[config.mk]
export PLATFORM = sky130hd
export DESIGN_NAME = spectrum_local_max_peak_detect_unit
export DESIGN_NICKNAME = d
export VERILOG_FILES = /design/src/rtl/slmpd_pkg.sv /design/src/rtl/slmpd_track.sv /design/src/rtl/spectrum_local_max_peak_detect_unit.sv
export SDC_FILE = /design/constraint.sdc
export NUM_CORES = 1
export LEC_CHECK = 0
export BUFFER_PORTS_ARGS = -buffer_cell sky130_fd_sc_hd__buf_2
export CAP_MARGIN = 20
export CORE_MARGIN = 1.5
export CORE_UTILIZATION = 58
export DETAILED_ROUTE_END_ITERATION = 16
export GPL_TIMING_DRIVEN = 0
export PLACE_DENSITY = 0.8
export SYNTH_ARGS = -nofsm -noshare
export SYNTH_HDL_FRONTEND = slang
export SYNTH_SLANG_ARGS = --single-unit
[constraint.sdc]
create_clock -name clk -period 7.9 [get_ports clk]
set_clock_uncertainty 0.2 [all_clocks]
set_input_delay 0.79 -clock clk [delete_from_list [all_inputs] [get_ports clk]]
set_output_delay 0.79 -clock clk [all_outputs]
set_load 0.02 [all_outputs]
[src/rtl/slmpd_pkg.sv]
package slmpd_pkg;

	localparam int DEF_MAX_SAMPLES = 4096;
	localparam int DEF_SAMPLE_BITS = 16;

	localparam int CFG_IDX_W  = 2;
	localparam int CFG_DATA_W = 16;
	localparam int GMAX_W     = 16;
	localparam int THR_W      = 16;
	localparam int CHAN_W     = 8;
	localparam int WAVE_W     = 32;
	localparam int PNUM_W     = 13;
	localparam int KIND_W     = 2;

	localparam logic [PNUM_W-1:0] PEAK_COUNT_MAX = '1;

	localparam logic [CFG_IDX_W-1:0] REG_GLOBAL_MAX     = 2'd0;
	localparam logic [CFG_IDX_W-1:0] REG_PEAK_THRESHOLD = 2'd1;
	localparam logic [CFG_IDX_W-1:0] REG_CHANNEL_ID     = 2'd2;

	localparam logic [KIND_W-1:0] KIND_NONE = 2'd0;
	localparam logic [KIND_W-1:0] KIND_MAX  = 2'd1;
	localparam logic [KIND_W-1:0] KIND_MIN  = 2'd2;

	typedef struct packed {
		logic [KIND_W-1:0] kind;
		logic              peak_valid;
		logic [PNUM_W-1:0] peak_number;
	} peak_info_t;

endpackage

[src/rtl/slmpd_track.sv]
module slmpd_track #(
	parameter int MAX_SAMPLES = slmpd_pkg::DEF_MAX_SAMPLES,
	parameter int SAMPLE_BITS = slmpd_pkg::DEF_SAMPLE_BITS
) (
	input  logic                                  clk,
	input  logic                                  arst_n,
	input  logic                                  fire,
	input  logic [SAMPLE_BITS-1:0]                filtered,
	input  logic [SAMPLE_BITS-1:0]                raw,
	input  logic [slmpd_pkg::WAVE_W-1:0]          wavelength,
	input  logic                                  start,
	input  logic [slmpd_pkg::GMAX_W-1:0]          global_max,
	input  logic [slmpd_pkg::THR_W-1:0]           peak_threshold,
	output logic                                  has_result,
	output logic [$clog2(MAX_SAMPLES)-1:0]        sample_index,
	output logic signed [SAMPLE_BITS:0]           slope,
	output slmpd_pkg::peak_info_t                 info,
	output logic [slmpd_pkg::WAVE_W-1:0]          wavelength_d,
	output logic [SAMPLE_BITS-1:0]                raw_d
);
	import slmpd_pkg::*;

	localparam int CW = $clog2(MAX_SAMPLES + 1);
	localparam int IW = $clog2(MAX_SAMPLES);
	localparam int SW = SAMPLE_BITS + 1;
	localparam int DW = (SAMPLE_BITS > GMAX_W) ? SAMPLE_BITS : GMAX_W;

	logic [SAMPLE_BITS-1:0] last_filtered_q;
	logic signed [SW-1:0]   last_slope_q;
	logic [SAMPLE_BITS-1:0] delayed_raw_q;
	logic [WAVE_W-1:0]      delayed_wave_q;
	logic [CW-1:0]          sample_count_q;
	logic [PNUM_W-1:0]      peak_count_q;

	logic [CW-1:0]        cnt_eff;
	logic [CW-1:0]        cnt_m1;
	logic [PNUM_W-1:0]    pc_eff;
	logic [PNUM_W-1:0]    pc_next;
	logic                 over;
	logic                 first;
	logic signed [SW-1:0] s;
	logic                 s_neg, s_zero, s_pos;
	logic                 p_neg, p_zero, p_pos;
	logic                 is_max, is_min;
	logic [DW-1:0]        gm_ext, raw_ext, thr_ext, gm_delta;
	logic                 in_range;

	always_comb begin
		cnt_eff  = start ? '0 : sample_count_q;
		pc_eff   = start ? '0 : peak_count_q;
		over     = cnt_eff >= CW'(MAX_SAMPLES);
		first    = cnt_eff == '0;
		cnt_m1   = cnt_eff - CW'(1);

		s        = signed'({1'b0, filtered}) - signed'({1'b0, last_filtered_q});
		s_neg    = s[SW-1];
		s_zero   = s == '0;
		s_pos    = !s_neg && !s_zero;
		p_neg    = last_slope_q[SW-1];
		p_zero   = last_slope_q == '0;
		p_pos    = !p_neg && !p_zero;

		is_max   = (cnt_m1[IW-1:0] != '0) &&
			(((s_neg || s_zero) && p_pos) || (s_neg && p_zero));
		is_min   = (cnt_m1[IW-1:0] != '0) && !is_max &&
			((s_pos && (p_neg || p_zero)) || (s_zero && p_neg));

		gm_ext   = DW'(global_max);
		raw_ext  = DW'(delayed_raw_q);
		thr_ext  = DW'(peak_threshold);
		gm_delta = (gm_ext >= raw_ext) ? (gm_ext - raw_ext) : (raw_ext - gm_ext);
		in_range = is_max && (gm_delta < thr_ext);

		pc_next  = (in_range && (pc_eff != PEAK_COUNT_MAX)) ? pc_eff + PNUM_W'(1) : pc_eff;

		has_result       = !over && !first;
		sample_index     = cnt_m1[IW-1:0];
		slope            = s;
		info.kind        = is_max ? KIND_MAX : (is_min ? KIND_MIN : KIND_NONE);
		info.peak_valid  = in_range;
		info.peak_number = in_range ? pc_next : '0;
		wavelength_d     = delayed_wave_q;
		raw_d            = delayed_raw_q;
	end

	always_ff @(posedge clk or negedge arst_n) begin
		if (!arst_n) begin
			sample_count_q <= '0;
			peak_count_q   <= '0;
		end else if (fire && !over) begin
			sample_count_q <= cnt_eff + CW'(1);
			peak_count_q   <= first ? pc_eff : pc_next;
		end
	end

	always_ff @(posedge clk) begin
		if (fire && !over) begin
			last_filtered_q <= filtered;
			last_slope_q    <= first ? '0 : s;
			delayed_raw_q   <= raw;
			delayed_wave_q  <= wavelength;
		end
	end

endmodule

[src/rtl/spectrum_local_max_peak_detect_unit.sv]
// Channel   | Handshake               | Payload
// ----------+-------------------------+--------------------------------------------
// in        | in_valid / in_ready     | filtered_sample, raw_sample,
//           |                         | wavelength_code, spectrum_start
// out       | out_valid / out_ready   | sample_index, slope, extremum_kind,
//           |                         | peak_valid, peak_number, peak_channel,
//           |                         | peak_wavelength, peak_intensity
// cfg       | cfg_wr_en               | cfg_index, cfg_data
//
// One transaction per cycle unless stalled: input reg, one subtract/compare stage, result reg.
// A completing input transaction reaches out_valid through the input and result registers.
// First sample of a spectrum and samples past MAX_SAMPLES leave the input stage without a result.
// A stalled result register holds a result-bearing transaction in the input stage;
// in_ready is low only while the input stage holds a transaction that cannot advance.
// arst_n clears valids, sample count, peak count and the configuration registers.
module spectrum_local_max_peak_detect_unit #(
	parameter int MAX_SAMPLES = slmpd_pkg::DEF_MAX_SAMPLES,
	parameter int SAMPLE_BITS = slmpd_pkg::DEF_SAMPLE_BITS
) (
	input  logic                                  clk,
	input  logic                                  arst_n,
	input  logic                                  in_valid,
	output logic                                  in_ready,
	input  logic [SAMPLE_BITS-1:0]                filtered_sample,
	input  logic [SAMPLE_BITS-1:0]                raw_sample,
	input  logic [slmpd_pkg::WAVE_W-1:0]          wavelength_code,
	input  logic                                  spectrum_start,
	output logic                                  out_valid,
	input  logic                                  out_ready,
	output logic [$clog2(MAX_SAMPLES)-1:0]        sample_index,
	output logic signed [SAMPLE_BITS:0]           slope,
	output logic [slmpd_pkg::KIND_W-1:0]          extremum_kind,
	output logic                                  peak_valid,
	output logic [slmpd_pkg::PNUM_W-1:0]          peak_number,
	output logic [slmpd_pkg::CHAN_W-1:0]          peak_channel,
	output logic [slmpd_pkg::WAVE_W-1:0]          peak_wavelength,
	output logic [SAMPLE_BITS-1:0]                peak_intensity,
	input  logic                                  cfg_wr_en,
	input  logic [slmpd_pkg::CFG_IDX_W-1:0]       cfg_index,
	input  logic [slmpd_pkg::CFG_DATA_W-1:0]      cfg_data
);
	import slmpd_pkg::*;

	localparam int IW = $clog2(MAX_SAMPLES);

	logic [GMAX_W-1:0] global_max_q;
	logic [THR_W-1:0]  peak_threshold_q;
	logic [CHAN_W-1:0] channel_id_q;

	logic                   valid_s1;
	logic [SAMPLE_BITS-1:0] filtered_s1;
	logic [SAMPLE_BITS-1:0] raw_s1;
	logic [WAVE_W-1:0]      wave_s1;
	logic                   start_s1;
	logic                   advance_s1;

	logic                   has_result;
	logic [IW-1:0]          idx_c;
	logic signed [SAMPLE_BITS:0] slope_c;
	peak_info_t             info_c;
	logic [WAVE_W-1:0]      wave_d;
	logic [SAMPLE_BITS-1:0] raw_d;

	always_ff @(posedge clk or negedge arst_n) begin
		if (!arst_n) begin
			global_max_q     <= '0;
			peak_threshold_q <= '0;
			channel_id_q     <= '0;
		end else if (cfg_wr_en) begin
			case (cfg_index)
				REG_GLOBAL_MAX:     global_max_q     <= cfg_data[GMAX_W-1:0];
				REG_PEAK_THRESHOLD: peak_threshold_q <= cfg_data[THR_W-1:0];
				REG_CHANNEL_ID:     channel_id_q     <= cfg_data[CHAN_W-1:0];
				default: ;
			endcase
		end
	end

	assign advance_s1 = valid_s1 && (!has_result || !out_valid || out_ready);
	assign in_ready   = !valid_s1 || advance_s1;

	always_ff @(posedge clk or negedge arst_n) begin
		if (!arst_n) begin
			valid_s1 <= 1'b0;
		end else if (in_ready) begin
			valid_s1 <= in_valid;
		end
	end

	always_ff @(posedge clk) begin
		if (in_valid && in_ready) begin
			filtered_s1 <= filtered_sample;
			raw_s1      <= raw_sample;
			wave_s1     <= wavelength_code;
			start_s1    <= spectrum_start;
		end
	end

	slmpd_track #(
		.MAX_SAMPLES (MAX_SAMPLES),
		.SAMPLE_BITS (SAMPLE_BITS)
	) u_track (
		.clk            (clk),
		.arst_n         (arst_n),
		.fire           (advance_s1),
		.filtered       (filtered_s1),
		.raw            (raw_s1),
		.wavelength     (wave_s1),
		.start          (start_s1),
		.global_max     (global_max_q),
		.peak_threshold (peak_threshold_q),
		.has_result     (has_result),
		.sample_index   (idx_c),
		.slope          (slope_c),
		.info           (info_c),
		.wavelength_d   (wave_d),
		.raw_d          (raw_d)
	);

	always_ff @(posedge clk or negedge arst_n) begin
		if (!arst_n) begin
			out_valid <= 1'b0;
		end else if (advance_s1 && has_result) begin
			out_valid <= 1'b1;
		end else if (out_ready) begin
			out_valid <= 1'b0;
		end
	end

	always_ff @(posedge clk) begin
		if (advance_s1 && has_result) begin
			sample_index    <= idx_c;
			slope           <= slope_c;
			extremum_kind   <= info_c.kind;
			peak_valid      <= info_c.peak_valid;
			peak_number     <= info_c.peak_number;
			peak_channel    <= info_c.peak_valid ? channel_id_q : '0;
			peak_wavelength <= wave_d;
			peak_intensity  <= raw_d;
		end
	end

`ifndef SYNTHESIS
	a_peak_is_max: assert property (@(posedge clk) disable iff (!arst_n)
		out_valid && peak_valid |-> extremum_kind == KIND_MAX)
		else $error("peak reported on a non-maximum");

	a_peak_number_nonzero: assert property (@(posedge clk) disable iff (!arst_n)
		out_valid && peak_valid |-> peak_number != '0)
		else $error("accepted peak carries number zero");

	a_no_peak_fields_clear: assert property (@(posedge clk) disable iff (!arst_n)
		out_valid && !peak_valid |-> peak_number == '0 && peak_channel == '0)
		else $error("peak number or channel set without a peak");

	a_index_zero_none: assert property (@(posedge clk) disable iff (!arst_n)
		out_valid && sample_index == '0 |-> extremum_kind == KIND_NONE)
		else $error("index zero classified as extremum");

	a_stage_holds: assert property (@(posedge clk) disable iff (!arst_n)
		valid_s1 && !advance_s1 |=> valid_s1 && $stable(filtered_s1) && $stable(start_s1))
		else $error("input stage lost a stalled transaction");
`endif

endmodule

# Word-level counts from Yosys, hierarchy flattened
# Index checks and enable logic that the tools add are counted.
[totals]
elab_cells = 85
out_inout_bits = 103
inputBits = 88
register_bits = 315
[op_classes]
n_mux = 8
magnitude_cmp = 3
addsub = 6
reduce_logical = 42
n_eq_ne = 3
[op_table]
columns = ["op", "count"]
rows = [
  ["two-way mux 13 bit", 4],
  ["zero test 17 bit", 2],
  ["subtractor 16 bit", 2],
  ["adder 13 x 1 -> 13 bit, second input constant", 2],
  ["subtractor 16 x 16 -> 17 bit", 1],
  ["greater-or-equal comparator 16 bit", 1],
  ["logical AND 1 bit", 16],
  ["< comparator 16 bit", 1],
  ["two-way mux 16 bit", 1],
  ["greater-or-equal comparator 13 bit, second input constant", 1],
  ["zero test 13 bit", 1],
  ["inequality test 13 bit, second input constant", 1],
  ["nonzero test 12 bit", 1],
  ["subtractor 12 x 1 -> 12 bit, second input constant", 1],
  ["zero test 1 bit", 10],
  ["logical OR 1 bit", 7],
  ["AND reduction 2 bit", 3],
  ["== test 2 x 1 -> 1 bit, second input constant", 1],
  ["== test 2 bit, second input constant", 1],
  ["zero test 2 bit", 1],
  ["two-way mux 1 bit", 2],
  ["two-way mux 2 bit", 1],
  ["nonzero test 2 bit", 1],
]

# Longest topological paths before layout
# Gate-level depths: netlist of run 1.
[depth]
depth_word = 10
mapped_depth = 27

# By module
# From an unflattened synthesis of run 1, not the netlist that was laid out.
[hier_totals]
cells_unflattened = 1096
area_unflattened_um2 = 14332.5
[by_module_without_submodules]
columns = ["module", "n_inst", "area_each_um2", "cells_per_inst"]
rows = [
  ["slmpd_track", 1, 7687.4, 827],
  ["spectrum_local_max_peak_detect_unit", 1, 6645.1, 269],
]

# Worst setup path after synthesis of run 1
# Ideal clock, no wire load.
[synth_path]
path_kind = "reg-to-reg"
startpoint = "reg global_max_q[0]"
endpoint = "reg u_track.peak_count_q[10]"
synth_period_minus_slack_ns = 5.581
path_stages_with_launch = 27
n_path_buf = 4
slack_ns = 2.319
setup_ns = 0.120
arrival_ns = 5.261
cell_sequence = "dfrtp_1 inv_1 ha_1 inv_1 fa_1 a211oi_1 o21ai_1 o211a_1 a311oi_1 a21o_1 buf_1 clkbuf_1 mux2i_1 xnor2_1 ha_1 a21oi_1 a21oi_1 a211o_1 o41ai_1 a21oi_1 or3_1 a21o_1 buf_6 inv_2 buf_4 a31oi_1 a311oi_1"
[synth_between]
elab_chain_cells = 7
word_cells_on_any_way = 9
classes_between = "add/sub (2); order compare (2); mux (3); reduce/logical (2)"
[synth_lines]
columns = ["element", "line_no", "source"]
rows = [
  ["start, declared", "spectrum_local_max_peak_detect_unit.sv:46", "logic [GMAX_W-1:0] global_max_q;"],
  ["start signal, assigned", "spectrum_local_max_peak_detect_unit.sv:71", "REG_GLOBAL_MAX: global_max_q <= cfg_data[GMAX_W-1:0];"],
  ["subtractor 16 bit / greater-or-equal comparator 16 bit (equally long branches)", "slmpd_track.sv:71", "gm_delta = (gm_ext >= raw_ext) ? (gm_ext - raw_ext) : (raw_ext - gm_ext);"],
  ["two-way mux 16 bit *", "slmpd_track.sv:71", ""],
  ["< comparator 16 bit *", "slmpd_track.sv:72", "in_range = is_max && (gm_delta < thr_ext);"],
  ["logical AND 1 bit *", "slmpd_track.sv:72", ""],
  ["logical AND 1 bit *", "slmpd_track.sv:74", "pc_next = (in_range && (pc_eff != PEAK_COUNT_MAX)) ? pc_eff + PNUM_W'(1) : pc_eff;"],
  ["two-way mux 13 bit *", "slmpd_track.sv:74", ""],
  ["two-way mux 13 bit *", "slmpd_track.sv:92", "peak_count_q <= first ? pc_eff : pc_next;"],
  ["end signal, assigned", "slmpd_track.sv:92", ""],
  ["end, declared", "slmpd_track.sv:33", "logic [PNUM_W-1:0] peak_count_q;"],
]
# Mark *: on every way between the ends. The rest lies on a longest branch, timed or not.
# A chain may end at the register's enable or synchronous reset.

# Worst setup path in the final report of run 1
[layout_path]
startpoint = "reg global_max_q[0]"
endpoint = "reg peak_number[4] in the netlist's numbering (data pin)"
[layout_between]
elab_chain_cells = 6
word_cells_on_any_way = 8
classes_between = "add/sub (2); order compare (2); mux (2); reduce/logical (2)"
[layout_lines]
columns = ["element", "line_no", "source"]
rows = [
  ["subtractor 16 bit / greater-or-equal comparator 16 bit (equally long branches)", "slmpd_track.sv:71", ""],
  ["two-way mux 16 bit *", "slmpd_track.sv:71", ""],
  ["< comparator 16 bit *", "slmpd_track.sv:72", ""],
  ["logical AND 1 bit *", "slmpd_track.sv:72", ""],
  ["logical AND 1 bit", "slmpd_track.sv:74", ""],
  ["two-way mux 13 bit", "slmpd_track.sv:74", ""],
  ["end signal, assigned", "spectrum_local_max_peak_detect_unit.sv:136", "peak_number <= info_c.peak_number;"],
  ["end, declared", "spectrum_local_max_peak_detect_unit.sv:34", "output logic [slmpd_pkg::PNUM_W-1:0] peak_number,"],
]
# Marks and branches as above.

==> run summary, run 1 <==
register bit total from synthesis -> 315
Yosys top cell by area -> edfxtp_1
Pwr Total -> 0.00620 W
Filler cells -> 1749
commonest cells after routing, fill and taps aside -> 247 x edfxtp_1, 195 x buf_2, 92 x inv_1
Worst-Skew Late Latency -> 0.51 ns
Slew HR -> 43.4%
kind of end point of the critical path -> flop
final net count -> 1508
CTS Buf Count -> 34
min setup slack post-route -> 0.929 ns
CP Buf/Inv Count -> 6
die width -> 160 um
Tightest Hold Check Type -> reg2reg
Hold Violations, Final -> 0
Setup Buffers After CTS -> 0
synthesis-to-layout area growth -> 18.9%
cell area after synthesis -> 0.0143 mm2
complex-gate fraction of the synthesized area -> 10.0%
DRC -> 0
worst-path cell chain -> inv_1, ha_1, inv_1, fa_1, a211oi_1, o21ai_1, o211a_1, a311oi_1, a21o_1, buf_1, clkbuf_1, mux2i_1, xnor2_1, ha_1, a21oi_1, a21oi_1, a211o_1, o41ai_1, a21oi_1, or3_1, a21o_1, buf_6, clkbuf_1, nor3_1
DR WL/cell -> 18.0 um
Post-Synth Simple-Gate Area -> 10.5%
slowest stage delay, CP -> 0.52 ns
# setup viols final -> 0
DRT Pass-1 Iters -> 5
multiplexer share of the synthesized area -> 2.92%
most common cell after layout, fill and taps aside -> edfxtp_1
CTS tree -> yes
fin crit period -> 6.97 ns
Initial DRC Count -> 557
Critical Path RT -> 8.01 ns
global-route wire length before repair -> 48300 um
GRT overflow -> 0
# IOs -> 191
Routed Wire Length -> 30600 um
fmax -> 143 MHz
Worst Path Arrival -> 7.09 ns
# rows -> 57
final antenna-violating net count -> 0
largest family of logic cells by synthesized area -> simple AND/OR/NAND/NOR gates
slew at the pin closest to its max-slew limit -> 0.841 ns
DIE HEIGHT -> 160 um
clock slew at reported path FFs -> 0.06 ns
CTS Sinks -> 315
Post-synth ARST share -> 21.6%
status -> completed
Clock Path Buffers -> 3
Cells after Synth -> 1118
xor and xnor area share after synthesis -> 2.40%
Sum Neg Setup Slack -> 0 ns
number of buffers added on ports -> 190
vias per cell -> 5.58
Netlist cell types -> 73
worst-path fanout max -> 10
CP top delay family -> compound AO/OA/AOI/OAI gates
Post-CTS Hold Fix Bufs -> 1
Static Leakage -> 7.07 nW
Max Cap Violations -> 0
fraction of layout cells with a size suffix above 1 -> 21.8%
RSZ-0062 raised after global routing -> false
Post-Synth Adder-Cell Area -> 6.30%
clock root buffer -> clkbuf_16
period utilisation layout -> 88.2%
gr usage total -> 24.2%
cell with the largest stage delay on the worst path -> clkbuf_1
Detailed Place HPWL -> 21700 um
core box area -> 0.0242 mm2
pwr dens -> 366 mW/mm2
Synth top area share -> 52.0%
Placed Cells -> 1637
post-synthesis sequential area ratio -> 64.0%
GP Congestion -> 0.961
die area -> 0.0255 mm2
initial antenna violation count -> 1
Ys Warns -> 0
initial core utilization -> 58.8%
Post-synth EDFFs -> 247
crit path kind -> reg2reg
Max Slew Vio Count -> 0
syn_area_per_cell -> 12.8 um2
largest net degree at the start of global routing -> 61
most used cell, CP -> a21oi_1
Area contributors post-synth -> edfxtp_1 52%, dfrtp_1 12%, ha_1 5.9%
Place WS -> 1.05 ns
routed vias -> 9493
maximum vdd drop -> 0.282 mV
syn_nets -> 1276
fin cells -> 1701
cts repair resizes -> 0
htree depth -> 2
number of global-route vias before repair -> 9305
Setup crit start kind -> flop
ys flop type -> edfxtp_1
[logic make-up (layout without fill, tap and decap cells)]
logic type                 count (synthesis)  after routing
buffers and inverters                    141            399
other                                      0              1
and+or+nand+nor                          290            290
muxes                                     38             38
AOI/OAI and AO/OA                        225            225
adders and majority gates                 70             70
xor gates and xnor gates                  39             39
DFF                                      315            315
[Yosys cell counts, drive strengths merged, types with 12 or more instances]
library cell / instances
a21o: 18
a21oi: 56
and2: 26
and3: 14
buf: 12
clkbuf: 33
dfrtp: 68
edfxtp: 247
ha: 67
inv: 95
mux2: 29
nand2: 78
nand3: 26
nand4: 13
nor2: 40
nor2b: 15
nor3: 36
o21ai: 69
xnor2: 27
xor2: 12
[worst register-to-register path, delay by kind of cell, from the launching register on]
kind / cells / cell delay (ns)
buffers and inverters: 6 / 1.53
XOR/XNOR: 1 / 0.14
multiplexers: 1 / 0.29
flip-flops: 1 / 0.39
adder cells (fa/ha/maj): 3 / 0.83
AND/OR/NAND/NOR: 2 / 0.69
AO/OA/AOI/OAI: 11 / 2.71
[area by class of cell]
cell class / instances / area (um2) / area share, %
inverter: 96 / 363 / 2.14
multi-input combinational: 662 / 4590 / 27.1
antenna: 1 / 2.50 / 0.0148
buffer: 45 / 203 / 1.20
clock buffer: 43 / 885 / 5.22
timing repair buffer: 196 / 1090 / 6.41
sequential: 315 / 9120 / 53.8
tap: 324 / 405 / 2.39
clock inverter: 19 / 297 / 1.75
[power breakdown]
part	internal [W]	leakage, nW	switching, W	total, W
registers	0.00233	3.23	0.000159	0.00249
logic	0.000734	3.27	0.00134	0.00208
clock network	0.00100	0.567	0.000632	0.00164
[worst paths after layout]
path,startpoint,end,slack (ns),depth (start not counted)
setup / recovery,global_max_q[0],peak_number[4],0.93,24
hold / removal,raw_s1[14],u_track.raw_d[14],0.21,0
setup reg to reg,global_max_q[0],peak_number[4],0.93,24
hold reg to reg,raw_s1[14],u_track.raw_d[14],0.21,0
max in group asynchronous,arst_n,u_track.sample_count_q[3],6.47,3
min in group asynchronous,arst_n,out_valid,0.47,2
[sequential cells by signal (all words and copies together) (netlist names), 17 cells and up]
signal / flops
u_track.wavelength_d: 32
u_track.last_slope_q: 17
slope: 17
peak_wavelength: 32
wave_s1: 32
[layer usage]
layer	GRT usage [%]	share of wire, %	vias up
met2	41.2	50	337
met1	31.9	42	4541
met4	8.07	2.7	0
met5	0	0	-
met3	4.08	5.9	62
li1	-	-	4553
[stage by stage]
stage	area, um2	util [%]	hold WS, ns
3_3_place_gp	15600	64.4	0.200
5_1_grt	16900	69.9	0.220
3_5_place_dp	15800	65.0	0.205
2_1_floorplan	14300	-	0.200
6_report	16900	69.9	0.214
4_1_cts	16900	69.9	0.216
No activity file was read; power rests on OpenSTA's default activity.
==> run 2: changes to the inputs <==
- CORE_ASPECT_RATIO: unset -> 1.5
- CORE_MARGIN: 1.5 -> 4
==> run 2 against run 1 <==
Compared with the run above:
- hold slack worse by 0.012 ns
- cell count is 0.24% lower
- total power is 3.1% lower
- clock power is 11% lower
- sequential cell count stayed put
- combinational power hardly changed
- first-iteration DRC count is 5.7% higher
- critical path type unchanged
- largest cell class unchanged
- highest routed layer unchanged
==> run summary, run 2 (synthesis results as in run 1) <==
RSZ-0062 raised after global routing -> false
Tightest Hold Check Type -> in2reg
die width -> 136 um (-15%)
number of buffers added on ports -> 190 (unchanged)
fraction of layout cells with a size suffix above 1 -> 21.8% (-0.051 points)
cts repair resizes -> 0 (unchanged)
Post-CTS Hold Fix Bufs -> 1 (unchanged)
DRC -> 0 (unchanged)
DRT Pass-1 Iters -> 5 (unchanged)
commonest cells after routing, fill and taps aside -> 247 x edfxtp_1, 196 x buf_2, 92 x inv_1
Detailed Place HPWL -> 22500 um (+3.5%)
status -> completed
Critical Path RT -> 8.05 ns (+0.04 ns)
synthesis-to-layout area growth -> 17.7%
fin crit period -> 6.88 ns (-0.0866 ns)
GRT overflow -> 0 (unchanged)
CTS Buf Count -> 30 (-12%)
DIE HEIGHT -> 200 um (+25%)
largest net degree at the start of global routing -> 68 (+11%)
GP Congestion -> 0.913 (-5.0%)
min setup slack post-route -> 1.02 ns (+0.0866 ns)
# rows -> 70 (+23%)
Routed Wire Length -> 31600 um (+3.0%)
Initial DRC Count -> 589 (+5.7%)
routed vias -> 9508 (+0.16%)
worst-path fanout max -> 10 (unchanged)
Worst Path Arrival -> 7.04 ns (-0.05 ns)
core box area -> 0.0243 mm2 (about the same)
CTS Sinks -> 315 (unchanged)
initial antenna violation count -> 3 (+2)
Place WS -> 1.05 ns (+0.00496 ns)
initial core utilization -> 58.8% (about the same)
most common cell after layout, fill and taps aside -> edfxtp_1
crit path kind -> reg2reg
Placed Cells -> 1637 (unchanged)
period utilisation layout -> 87.1% (-1.1 points)
global-route wire length before repair -> 49500 um (+2.4%)
Sum Neg Setup Slack -> 0 ns (unchanged)
htree depth -> 1 (-1)
Clock Path Buffers -> 3 (unchanged)
fmax -> 145 MHz (+1.3%)
Static Leakage -> 7.01 nW (-0.87%)
maximum vdd drop -> 0.227 mV (-20%)
vias per cell -> 5.60 (+0.39%)
pwr dens -> 358 mW/mm2 (-2.2%)
CTS tree -> yes
DR WL/cell -> 18.6 um (+3.2%)
Slew HR -> 50.6% (+7.2 points)
slew at the pin closest to its max-slew limit -> 0.739 ns (-0.102 ns)
kind of end point of the critical path -> flop
# IOs -> 191 (unchanged)
clock slew at reported path FFs -> 0.07 ns (about the same)
Max Cap Violations -> 0 (unchanged)
final antenna-violating net count -> 0 (unchanged)
die area -> 0.0272 mm2 (+6.6%)
Worst-Skew Late Latency -> 0.56 ns (+0.05 ns)
final net count -> 1505 (-0.20%)
gr usage total -> 23.2% (-1.0 points)
fin cells -> 1697 (-0.24%)
clock root buffer -> clkbuf_16
Max Slew Vio Count -> 0 (unchanged)
Setup Buffers After CTS -> 0 (unchanged)
number of global-route vias before repair -> 9579 (+2.9%)
# setup viols final -> 0 (unchanged)
Hold Violations, Final -> 0 (unchanged)
Setup crit start kind -> flop
==> run 2: changes by cell type in the layout (fill, tap and decap cells not counted), sizes merged <==
cell	change
clkbuf	-8
diode	+2
bufinv	-2
clkinv	+3
inv	+1
clkinvlp	-1
buf	+1
==> run 2: report_power, final <==
group	total, W	switching (W)	internal, W
clock	0.00146	0.000600	0.000856
combinational	0.00207	0.00133	0.000733
sequential	0.00249	0.000159	0.00233
total	0.00601	0.00209	0.00392
==> run 2: worst paths after layout <==
kind                       slack (ns)  cells past startpoint                         to                     from
max                              1.02                     24            peak_number[11]          global_max_q[0]
min                              0.20                      1                wave_s1[21]      wavelength_code[21]
max reg2reg                      1.02                     24            peak_number[11]          global_max_q[0]
min reg2reg                      0.21                      0         peak_wavelength[7]  u_track.wavelength_d[7]
max in group asynchronous        6.59                      3        peak_threshold_q[9]                   arst_n
min in group asynchronous        0.38                      2  u_track.sample_count_q[6]                   arst_n
==> run 2: metrics by stage <==
stage | util [%] | hold WS [ns] | instance area (um2) | power (W)
5_1_grt | 69.2 | 0.171 | 16800 | 0.00637
3_5_place_dp | 64.9 | 0.205 | 15800 | 0.00457
3_3_place_gp | 64.4 | 0.200 | 15600 | 0.00452
6_report | 69.2 | 0.202 | 16800 | 0.00601
2_1_floorplan | - | 0.200 | 14300 | 0.00394
4_1_cts | 69.1 | 0.172 | 16800 | 0.00604
==> run 2: layout make-up <==
type                            count  area [um2]
Timing Repair Buffer              197        1090
Sequential cell                   315        9120
Clock inverter                     20         209
Antenna cell                        3        7.51
Multi-Input combinational cell    662        4590
Tap cell                          324         405
Inverter                           96         363
Clock buffer                       35         801
Fill cell                        1766        7480
Buffer                             45         203
==> run 2: layer usage <==
layer,wire length (um),part of all wire (%),track usage (%),up-vias
met1,11800,38,27.4,4567
met5,0,0,0,-
met2,16700,53,41.8,332
met4,1190,3.8,10.2,0
met3,1780,5.6,3.44,75
li1,-,-,-,4534
==> run 2: worst max-delay path, cell delays in order (launching register included) <==
cell and delay (ns):
dfrtp_1 0.38, inv_1 0.07, ha_1 0.14, inv_1 0.07
fa_1 0.42, a211oi_1 0.30, o21ai_1 0.12, o211a_1 0.18
a311oi_1 0.45, a21o_1 0.36, buf_1 0.52, clkbuf_1 0.53
mux2i_1 0.28, xnor2_1 0.15, ha_1 0.27, a21oi_1 0.12
a21oi_1 0.07, a211o_1 0.28, o41ai_1 0.38, a21oi_1 0.11
or3_1 0.38, a21o_1 0.18, buf_6 0.14, clkbuf_1 0.25
nor3_1 0.33
